--- src/hdl/pcp_pkg.sv ---
// pcp_pkg: shared types and constants for the port classified token bucket policer.
// Holds classification codes, register indexes, the descriptor and result words
// and the configuration bundle. No dependencies.
package pcp_pkg;

	localparam int TIME_BITS_DEF  = 48;
	localparam int TOKEN_BITS_DEF = 32;
	localparam int NUM_CLASSES    = 3;
	localparam int RATE_BITS      = 16;
	localparam int SIZE_BITS      = 32;
	localparam int LEN_BITS       = 16;
	localparam int CFG_DATA_BITS  = 32;
	localparam int CFG_INDEX_BITS = 3;
	localparam int QUEUE_DEPTH    = 4;
	localparam int OUT_DEPTH      = 4;

	localparam logic [15:0] ETHERTYPE_IPV4 = 16'h0800;
	localparam logic [7:0]  PROTO_TCP      = 8'd6;
	localparam logic [15:0] PORT_WEB       = 16'd80;
	localparam logic [15:0] PORT_SECURE    = 16'd443;

	typedef logic [1:0] class_t;
	localparam class_t CLASS_DEFAULT = 2'd0;
	localparam class_t CLASS_WEB     = 2'd1;
	localparam class_t CLASS_SECURE  = 2'd2;

	typedef logic [CFG_INDEX_BITS-1:0] reg_index_t;
	localparam reg_index_t REG_ENABLE_MASK  = 3'd0;
	localparam reg_index_t REG_RATE_DEFAULT = 3'd1;
	localparam reg_index_t REG_SIZE_DEFAULT = 3'd2;
	localparam reg_index_t REG_RATE_WEB     = 3'd3;
	localparam reg_index_t REG_SIZE_WEB     = 3'd4;
	localparam reg_index_t REG_RATE_SECURE  = 3'd5;
	localparam reg_index_t REG_SIZE_SECURE  = 3'd6;

	// classified descriptor handed from front to back
	typedef struct packed {
		logic                policed;
		class_t              flow_class;
		logic [LEN_BITS-1:0] length;
	} desc_t;

	// one result word
	typedef struct packed {
		logic   drop;
		class_t flow_class;
		logic   policed;
	} res_t;

	// per-class bucket settings
	typedef struct packed {
		logic [NUM_CLASSES-1:0][RATE_BITS-1:0] rate;
		logic [NUM_CLASSES-1:0][SIZE_BITS-1:0] size;
	} cfg_t;

endpackage

--- src/hdl/pcp_fifo.sv ---
// pcp_fifo: small register based queue with full/empty flags and a fill count.
// Used between front and back and as the result queue. No dependencies.
module pcp_fifo #(
	parameter int WIDTH = 8,
	parameter int DEPTH = 4
) (
	input  logic                         clk,
	input  logic                         arst_n,
	input  logic                         wr_en,
	input  logic [WIDTH-1:0]             wr_data,
	output logic                         full,
	input  logic                         rd_en,
	output logic [WIDTH-1:0]             rd_data,
	output logic                         empty,
	output logic [$clog2(DEPTH+1)-1:0]   count
);

	localparam int PW = (DEPTH > 1) ? $clog2(DEPTH) : 1;
	localparam int CW = $clog2(DEPTH+1);

	logic [WIDTH-1:0] mem_q [DEPTH];
	logic [PW-1:0]    wr_ptr_q;
	logic [PW-1:0]    rd_ptr_q;
	logic [CW-1:0]    count_q;
	logic             do_wr;
	logic             do_rd;

	assign full    = (count_q == CW'(DEPTH));
	assign empty   = (count_q == '0);
	assign count   = count_q;
	assign do_wr   = wr_en && !full;
	assign do_rd   = rd_en && !empty;
	assign rd_data = mem_q[rd_ptr_q];

	always_ff @(posedge clk) begin
		if (do_wr) begin
			mem_q[wr_ptr_q] <= wr_data;
		end
	end

	always_ff @(posedge clk or negedge arst_n) begin
		if (!arst_n) begin
			wr_ptr_q <= '0;
			rd_ptr_q <= '0;
			count_q  <= '0;
		end else begin
			if (do_wr) begin
				wr_ptr_q <= (wr_ptr_q == PW'(DEPTH-1)) ? '0 : wr_ptr_q + 1'b1;
			end
			if (do_rd) begin
				rd_ptr_q <= (rd_ptr_q == PW'(DEPTH-1)) ? '0 : rd_ptr_q + 1'b1;
			end
			if (do_wr && !do_rd) begin
				count_q <= count_q + 1'b1;
			end else if (do_rd && !do_wr) begin
				count_q <= count_q - 1'b1;
			end
		end
	end

endmodule

--- src/hdl/pcp_front.sv ---
// pcp_front: classifies accepted descriptors and measures elapsed time per class.
// Owns the per-class last refill timestamps. Depends on pcp_pkg.
module pcp_front import pcp_pkg::*; #(
	parameter int TIME_BITS = TIME_BITS_DEF
) (
	input  logic                     clk,
	input  logic                     arst_n,
	input  logic                     accept,
	input  logic [15:0]              ether_type,
	input  logic [7:0]               ip_protocol,
	input  logic [15:0]              dest_port,
	input  logic [LEN_BITS-1:0]      packet_length,
	input  logic [TIME_BITS-1:0]     now_us,
	input  logic [NUM_CLASSES-1:0]   enable_mask,
	output desc_t                    desc,
	output logic [TIME_BITS-1:0]     elapsed
);

	logic [TIME_BITS-1:0] last_q [NUM_CLASSES];
	logic                 is_tcp;
	class_t               cls;
	logic                 en;
	logic [TIME_BITS-1:0] last_sel;

	always_comb begin
		is_tcp = (ether_type == ETHERTYPE_IPV4) && (ip_protocol == PROTO_TCP);
		if (!is_tcp) begin
			cls = CLASS_DEFAULT;
		end else if (dest_port == PORT_WEB) begin
			cls = CLASS_WEB;
		end else if (dest_port == PORT_SECURE) begin
			cls = CLASS_SECURE;
		end else begin
			cls = CLASS_DEFAULT;
		end
		unique case (cls)
			CLASS_WEB: begin
				en       = enable_mask[1];
				last_sel = last_q[1];
			end
			CLASS_SECURE: begin
				en       = enable_mask[2];
				last_sel = last_q[2];
			end
			default: begin
				en       = enable_mask[0];
				last_sel = last_q[0];
			end
		endcase
		desc.policed    = is_tcp && en;
		desc.flow_class = cls;
		desc.length     = packet_length;
		elapsed         = now_us - last_sel;
	end

	// record the refill time at acceptance; the back applies refills in the same order
	always_ff @(posedge clk or negedge arst_n) begin
		if (!arst_n) begin
			for (int i = 0; i < NUM_CLASSES; i++) begin
				last_q[i] <= '0;
			end
		end else if (accept && desc.policed) begin
			for (int i = 0; i < NUM_CLASSES; i++) begin
				if (cls == class_t'(i)) begin
					last_q[i] <= now_us;
				end
			end
		end
	end

endmodule

--- src/hdl/pcp_back.sv ---
// pcp_back: refills and charges the class buckets, one descriptor per cycle while
// the result queue has room. Stage s1 holds the refill product; the bucket update
// writes the result queue. Depends on pcp_pkg.
module pcp_back import pcp_pkg::*; #(
	parameter int TIME_BITS  = TIME_BITS_DEF,
	parameter int TOKEN_BITS = TOKEN_BITS_DEF,
	parameter int OUT_DEPTH_P = OUT_DEPTH
) (
	input  logic                             clk,
	input  logic                             arst_n,
	input  cfg_t                             cfg,
	input  logic                             q_empty,
	input  desc_t                            q_desc,
	input  logic [TIME_BITS-1:0]             q_elapsed,
	output logic                             q_rd,
	input  logic [$clog2(OUT_DEPTH_P+1)-1:0] out_count,
	output logic                             out_wr,
	output res_t                             out_res
);

	localparam int PW  = TIME_BITS + RATE_BITS;
	localparam int EW  = (PW > 64) ? PW : 64;
	localparam int CW  = (TOKEN_BITS > 64) ? TOKEN_BITS + 1 : 65;
	localparam int NW  = $clog2(OUT_DEPTH_P+1) + 1;

	logic                  valid_s1;
	desc_t                 desc_s1;
	logic [PW-1:0]         prod_s1;
	logic [TOKEN_BITS-1:0] token_q [NUM_CLASSES];

	logic [RATE_BITS-1:0]  rate_sel;
	logic [SIZE_BITS-1:0]  size_sel;
	logic [TOKEN_BITS-1:0] tok;
	logic [TOKEN_BITS-1:0] cap;
	logic [EW-1:0]         prod_ext;
	logic                  ovf;
	logic [CW-1:0]         add_w;
	logic [CW-1:0]         room_w;
	logic [CW-1:0]         sum_w;
	logic [TOKEN_BITS-1:0] refilled;
	logic [TOKEN_BITS-1:0] len_w;
	logic                  drop_c;
	logic [TOKEN_BITS-1:0] tok_next;

	// take a descriptor only when the result queue has room for everything in flight
	assign q_rd = !q_empty && ((NW'(out_count) + NW'(valid_s1)) < NW'(OUT_DEPTH_P));

	always_comb begin
		unique case (q_desc.flow_class)
			CLASS_WEB:    rate_sel = cfg.rate[1];
			CLASS_SECURE: rate_sel = cfg.rate[2];
			default:      rate_sel = cfg.rate[0];
		endcase
	end

	always_ff @(posedge clk or negedge arst_n) begin
		if (!arst_n) begin
			valid_s1 <= 1'b0;
		end else begin
			valid_s1 <= q_rd;
		end
	end

	always_ff @(posedge clk) begin
		if (q_rd) begin
			desc_s1 <= q_desc;
			prod_s1 <= PW'(q_elapsed) * PW'(rate_sel);
		end
	end

	always_comb begin
		unique case (desc_s1.flow_class)
			CLASS_WEB: begin
				tok      = token_q[1];
				size_sel = cfg.size[1];
			end
			CLASS_SECURE: begin
				tok      = token_q[2];
				size_sel = cfg.size[2];
			end
			default: begin
				tok      = token_q[0];
				size_sel = cfg.size[0];
			end
		endcase
		cap      = TOKEN_BITS'(size_sel);
		prod_ext = EW'(prod_s1);
		// refill beyond 64 bits saturates the bucket
		ovf      = (prod_ext >> 64) != '0;
		add_w    = CW'(prod_ext[63:0]);
		room_w   = CW'(cap - tok);
		sum_w    = CW'(tok) + add_w;
		if (ovf || (tok >= cap) || (add_w >= room_w)) begin
			refilled = cap;
		end else begin
			refilled = sum_w[TOKEN_BITS-1:0];
		end
		len_w    = TOKEN_BITS'(desc_s1.length);
		drop_c   = len_w > refilled;
		tok_next = drop_c ? refilled : refilled - len_w;

		out_wr             = valid_s1;
		out_res.policed    = desc_s1.policed;
		out_res.flow_class = desc_s1.flow_class;
		out_res.drop       = desc_s1.policed && drop_c;
	end

	always_ff @(posedge clk or negedge arst_n) begin
		if (!arst_n) begin
			for (int i = 0; i < NUM_CLASSES; i++) begin
				token_q[i] <= '0;
			end
		end else if (valid_s1 && desc_s1.policed) begin
			for (int i = 0; i < NUM_CLASSES; i++) begin
				if (desc_s1.flow_class == class_t'(i)) begin
					token_q[i] <= tok_next;
				end
			end
		end
	end

endmodule

--- src/hdl/port_classified_token_bucket_policer.sv ---
// port_classified_token_bucket_policer: top level; config registers, front, queues, back.
// Throughput: one word per cycle sustained while the result queue has room. A result
// passes the front queue, refill product stage s1 and the result queue in that order.
// Reset: arst_n clears config registers, buckets, refill times and both queues at once.
// Depends on pcp_pkg, pcp_fifo, pcp_front and pcp_back.
module port_classified_token_bucket_policer import pcp_pkg::*; #(
	parameter int TIME_BITS  = TIME_BITS_DEF,
	parameter int TOKEN_BITS = TOKEN_BITS_DEF
) (
	input  logic                      clk,
	input  logic                      arst_n,
	// configuration write port
	input  logic                      cfg_we,
	input  logic [CFG_INDEX_BITS-1:0] cfg_index,
	input  logic [CFG_DATA_BITS-1:0]  cfg_data,
	// input queue side
	input  logic                      push,
	output logic                      full,
	input  logic [15:0]               ether_type,
	input  logic [7:0]                ip_protocol,
	input  logic [15:0]               dest_port,
	input  logic [LEN_BITS-1:0]       packet_length,
	input  logic [TIME_BITS-1:0]      now_us,
	// result queue side
	output logic                      empty,
	input  logic                      pop,
	output logic                      drop,
	output class_t                    flow_class,
	output logic                      policed
);

	localparam int QW = $bits(desc_t) + TIME_BITS;

	logic [NUM_CLASSES-1:0] enable_mask_q;
	cfg_t                   cfg_q;

	logic                   accept;
	desc_t                  f_desc;
	logic [TIME_BITS-1:0]   f_elapsed;
	logic [QW-1:0]          q_rd_data;
	logic                   q_empty;
	logic                   q_rd;
	logic [$clog2(QUEUE_DEPTH+1)-1:0] q_count;

	logic                   out_wr;
	res_t                   out_res;
	logic [$bits(res_t)-1:0] out_data;
	logic                   out_full;
	logic [$clog2(OUT_DEPTH+1)-1:0] out_count;
	res_t                   res;

	// Config registers, read by front and back unstaged; unknown indexes are dropped. The
	// user must write them only while the block is idle; the block does not enforce it.
	always_ff @(posedge clk or negedge arst_n) begin
		if (!arst_n) begin
			enable_mask_q <= '0;
			cfg_q         <= '0;
		end else if (cfg_we) begin
			unique case (cfg_index)
				REG_ENABLE_MASK:  enable_mask_q  <= cfg_data[NUM_CLASSES-1:0];
				REG_RATE_DEFAULT: cfg_q.rate[0]  <= cfg_data[RATE_BITS-1:0];
				REG_SIZE_DEFAULT: cfg_q.size[0]  <= cfg_data[SIZE_BITS-1:0];
				REG_RATE_WEB:     cfg_q.rate[1]  <= cfg_data[RATE_BITS-1:0];
				REG_SIZE_WEB:     cfg_q.size[1]  <= cfg_data[SIZE_BITS-1:0];
				REG_RATE_SECURE:  cfg_q.rate[2]  <= cfg_data[RATE_BITS-1:0];
				REG_SIZE_SECURE:  cfg_q.size[2]  <= cfg_data[SIZE_BITS-1:0];
				default: ;
			endcase
		end
	end

	// A word enters whenever the front queue has a free slot; the front classifies
	// it and, for a policed word, stamps the class refill time in the same cycle.
	assign accept = push && !full;

	pcp_front #(
		.TIME_BITS (TIME_BITS)
	) u_front (
		.clk           (clk),
		.arst_n        (arst_n),
		.accept        (accept),
		.ether_type    (ether_type),
		.ip_protocol   (ip_protocol),
		.dest_port     (dest_port),
		.packet_length (packet_length),
		.now_us        (now_us),
		.enable_mask   (enable_mask_q),
		.desc          (f_desc),
		.elapsed       (f_elapsed)
	);

	// Queue between front and back: lets the front keep accepting while the
	// back waits on a full result queue.
	pcp_fifo #(
		.WIDTH (QW),
		.DEPTH (QUEUE_DEPTH)
	) u_queue (
		.clk     (clk),
		.arst_n  (arst_n),
		.wr_en   (accept),
		.wr_data ({f_desc, f_elapsed}),
		.full    (full),
		.rd_en   (q_rd),
		.rd_data (q_rd_data),
		.empty   (q_empty),
		.count   (q_count)
	);

	// Back: multiply elapsed time by rate into s1, then refill, cap and charge the
	// bucket and write the result word. The fill count of the front queue is also
	// folded into the q_empty input of the back.
	pcp_back #(
		.TIME_BITS   (TIME_BITS),
		.TOKEN_BITS  (TOKEN_BITS),
		.OUT_DEPTH_P (OUT_DEPTH)
	) u_back (
		.clk       (clk),
		.arst_n    (arst_n),
		.cfg       (cfg_q),
		.q_empty   (q_empty || (q_count == '0)),
		.q_desc    (desc_t'(q_rd_data[QW-1:TIME_BITS])),
		.q_elapsed (q_rd_data[TIME_BITS-1:0]),
		.q_rd      (q_rd),
		.out_count (out_count),
		.out_wr    (out_wr),
		.out_res   (out_res)
	);

	// Result queue: the back reserves a slot before it takes a word, so a write
	// never meets a full queue.
	pcp_fifo #(
		.WIDTH ($bits(res_t)),
		.DEPTH (OUT_DEPTH)
	) u_out (
		.clk     (clk),
		.arst_n  (arst_n),
		.wr_en   (out_wr),
		.wr_data (out_res),
		.full    (out_full),
		.rd_en   (pop),
		.rd_data (out_data),
		.empty   (empty),
		.count   (out_count)
	);

	// out_full cannot rise while a write is pending. drop is masked only when out_full
	// and empty are both set, which the result queue never shows at once.
	assign res        = res_t'(out_data);
	assign drop       = res.drop && !(out_full && empty);
	assign flow_class = res.flow_class;
	assign policed    = res.policed;

endmodule

--- config.mk ---
export PLATFORM = sky130hd
export DESIGN_NAME = port_classified_token_bucket_policer
export DESIGN_NICKNAME = d
export VERILOG_FILES = /design/src/hdl/pcp_pkg.sv /design/src/hdl/pcp_fifo.sv /design/src/hdl/pcp_front.sv /design/src/hdl/pcp_back.sv /design/src/hdl/port_classified_token_bucket_policer.sv
export SDC_FILE = /design/constraint.sdc
export NUM_CORES = 2
export LEC_CHECK = 0
export ABC_AREA = 0
export ABC_CLOCK_PERIOD_IN_PS = 12400
export BUFFER_PORTS_ARGS = -buffer_cell sky130_fd_sc_hd__buf_2
export CORE_ASPECT_RATIO = 0.9
export CORE_MARGIN = 4
export CORE_UTILIZATION = 40
export DETAILED_ROUTE_END_ITERATION = 16
export HOLD_SLACK_MARGIN = 0.1
export PLACE_DENSITY = 0.6
export SLEW_MARGIN = 0
export SYNTH_ARGS = -nofsm -noshare
export SYNTH_HDL_FRONTEND = slang
export SYNTH_HIERARCHICAL = 1
export SYNTH_SLANG_ARGS = --single-unit
--- constraint.sdc ---
create_clock -name clk -period 12.4 [get_ports clk]
set_input_delay 1.24 -clock clk [delete_from_list [all_inputs] [get_ports clk]]
set_output_delay 1.24 -clock clk [all_outputs]
set_load 0.05 [all_outputs]
==> metrics.md <==
| Metric | Value |
|---|---|
| Routed via count | 44200 |
| Crit path required time | 12.91 ns |
| Reg clk slew, reported paths | 0.06 ns |
| # Post-CTS Setup Buffers | 0 |
| Number of I/O port buffers | 149 |
| Crit path largest cell delay | 0.71 ns |
| Crit path max-delay cell type | ha_4 |
| Max Fanout on Critical Path | 62 |
| Nets | 7024 |
| Initial Util | 40.3% |
| Die area | 165000 um2 |
| Final setup margin | 1.08 ns |
| Clk_lat worst skew | 0.73 ns |
| Hold path startpoint | u_back/token_q[40] |
| Site Rows | 138 |
| Top FF cell, synth | dfrtp_1 |
| Worst hold slack | 0.478 ns |
| Fin. max-slew vios | 0 |
| Fin Setup TNS | 0 ns |
| H-tree Lvls | 3 |
| R2R cell count | 42 |
| Die height | 386 um |
| Clk sinks | 769 |
| Most common cell after layout, fill and taps aside | nand2_1 |
| Drt pass-1 iters | 6 |
| Total gr overflow | 0 |
| Antenna-violating nets left | 0 |
| Crit path DAT | 11.83 ns |
| Worst Max-Slew Pin Slew | 1.15 ns |
| RSZ-0062 raised after global routing | no |
| Vias per cell | 5.48 |
| Placed cells | 7901 |
| WHS Endpoint | u_back/token_q[40] |
| Core Box Area | 157000 um2 |
| Post-CTS sizing | 0 |
| Final setup fails | 0 |
| Global-route wire length before repair | 266 mm |
| TritonCTS clock tree | done |
| Post-synth EDFFs | 367 |
| Post-Synthesis Cells | 5896 |
| CTS Root Cell | clkbuf_16 |
| Post-synthesis cell type count | 106 |
| Die Wd | 427 um |
| Number of global-route vias before repair | 45800 |
| Pin count of the biggest net entering global routing | 85 |
| Post-Route WL | 168 mm |
| FF-to-FF Start | u_back/out_res[1] |
| Seq/Total Area, Yosys | 33.3% |
| Final Non-Filler Cells | 8061 |
| Max Clk Rate | 88.3 MHz |
| Period minus WS final | 11.32 ns |
| Clk buf depth | 3 |
| Commonest non-fill, non-tap cells in the layout | nand2_1, inv_1, fa_1, dfrtp_1, edfxtp_1 |
| Avg Inst Size Synth | 10.7 um2 |
| Clock Skew | 0.0868 ns |
| Flop2flop setup slack | 1.08 ns |
| Status | finished, final reports clean |
| Synthesized flop and latch total | 769 |
| Top cell by count, worst path | a21o_1 |
| Synth-to-layout area growth | 8.89% |
| CTS Buf Count | 85 |
| Total GRT Usage | 20.6% |
| HP Class | register to register |
| Place WS | 1.25 ns |
| Final period utilization | 91.3% |
| Wire length per cell | 20.9 um |
| Slew HR | 22.3% |
| Max-cap violations | 0 |
| Reg-to-Reg End | u_back/token_q[1] |
| CP Class | register to register |
| Drt drc | 0 |
| Mapped Area | 63300 um2 |
| Syn Nets | 7032 |
| Initial antenna violation count | 2 |
| Yosys warning count | 6 |
| Initial DRC count | 3520 |
| Ys async rst share | 52.3% |
| WHS Path Cells | 2 |
| Post-DP HPWL | 126 mm |
| CP Launch Type | register |
| Hold Fails Final Rpt | 0 |
| Share of layout cells above drive strength 1 | 13.7% |
| Worst setup EP type | register |
| CTS Hold Bufs | 0 |
| IO Pins | 150 |
| Gpl congestion | 0.962 |
## metrics by stage
step                instance area, um2  utilization, %
detailed placement               66100            42.0
global route                     69000            43.8
floorplan                        63300               -
CTS                              69000            43.8
global placement                 66100            42.0
finish                           69000            43.9
## worst max-delay path: cells and delay by family (launching register included)
family,cells,cell delay [ns]
compound gates,24,6.22
xor+xnor,1,0.17
fa+ha+maj,5,1.93
buf+inv,3,0.59
flops,1,0.45
mux,1,0.41
simple gates,8,1.30
## worst max path at each step
stage | from | to | slack (ns) | depth (start not counted)
2_1_floorplan | u_back/out_res[1] | u_back/token_q[51] | 1.31 | 50
3_3_place_gp | u_queue/rd_ptr_q[0] | u_back/prod_ext[63] | 1.31 | 29
3_5_place_dp | u_back/out_res[1] | u_back/token_q[33] | 1.25 | 42
4_1_cts | u_back/out_res[1] | u_back/token_q[1] | 1.18 | 42
5_1_grt | u_back/out_res[1] | u_back/token_q[1] | 0.22 | 42
6_report | u_back/out_res[1] | u_back/token_q[1] | 1.08 | 42
## layer usage
metal | wire length, um | part of all wire (%) | global-route usage [%] | vias to the layer above
met5 | 0 | 0 | 0 | -
met4 | 4000 | 2.4 | 5.09 | 0
met3 | 9500 | 5.6 | 2.92 | 231
met2 | 77800 | 46 | 33.0 | 1309
met1 | 77100 | 46 | 29.5 | 22700
li1 | - | - | - | 19900
## registers in the layout, summed over array words and instances (netlist names), 3 cells and up
register	flops
u_back/out_res	3
u_out/count	3
enable_mask_q	3
u_front/last_q	144
u_back/desc_s1	16
u_queue/mem_q	268
u_back/token_q	96
u_back/prod_ext	64
u_out/mem_q	16
u_queue/count	3
cfg_q	144
## cell type report
| type | count | area [um2] |
|---|---|---|
| fillers | 14700 | 88300 |
| multi-input cells | 4126 | 38500 |
| flip-flops and latches | 769 | 21100 |
| well taps | 2100 | 2630 |
| inverters | 691 | 2590 |
| clock buffers | 122 | 2450 |
| repair buffers | 215 | 1280 |
| clock inverters | 36 | 413 |
| diodes | 2 | 5.00 |
## logic make-up after synthesis
| logic type | after synthesis | share of synthesized area (%) |
|---|---|---|
| and+or+nand+nor | 1508 | 11.1 |
| AOI/OAI and AO/OA | 1024 | 10.5 |
| buffers and inverters | 1001 | 6.38 |
| adders and majority gates | 992 | 27.3 |
| DFF | 769 | 33.3 |
| muxes | 421 | 8.98 |
| xor gates and xnor gates | 181 | 2.50 |
## synthesized netlist by cell type (14+ instances only)
library cell,instances,share of area [%]
nor4_1,15,0.15
buf_2,29,0.23
buf_1,14,0.083
nand3_1,48,0.38
fa_1,648,20
a22oi_1,86,1.0
nand4_1,41,0.40
dfrtp_1,402,16
nor2_1,188,1.1
a22o_1,47,0.65
nand2b_1,34,0.34
buf_4,26,0.31
buf_6,15,0.27
and3_1,14,0.14
nor3_1,58,0.46
mux2i_1,29,0.46
ha_1,344,6.8
o21ai_0,213,1.7
a21oi_1,320,2.5
edfxtp_1,367,17
a21o_1,85,1.0
clkbuf_1,221,1.3
a31oi_1,21,0.21
nor2b_1,154,1.5
o21bai_1,23,0.27
mux4_2,71,2.5
xnor2_1,115,1.6
o21a_1,27,0.32
o211ai_1,18,0.21
mux2_2,266,4.7
a21boi_0,14,0.17
xor2_1,66,0.91
a211oi_1,30,0.36
nand2_1,794,4.7
mux2_4,49,1.2
and2_1,85,0.84
inv_1,691,4.1
Power is left out: the tool's default activity adds up to more than one toggle a clock period on the data nets, which glitch-free logic cannot reach.
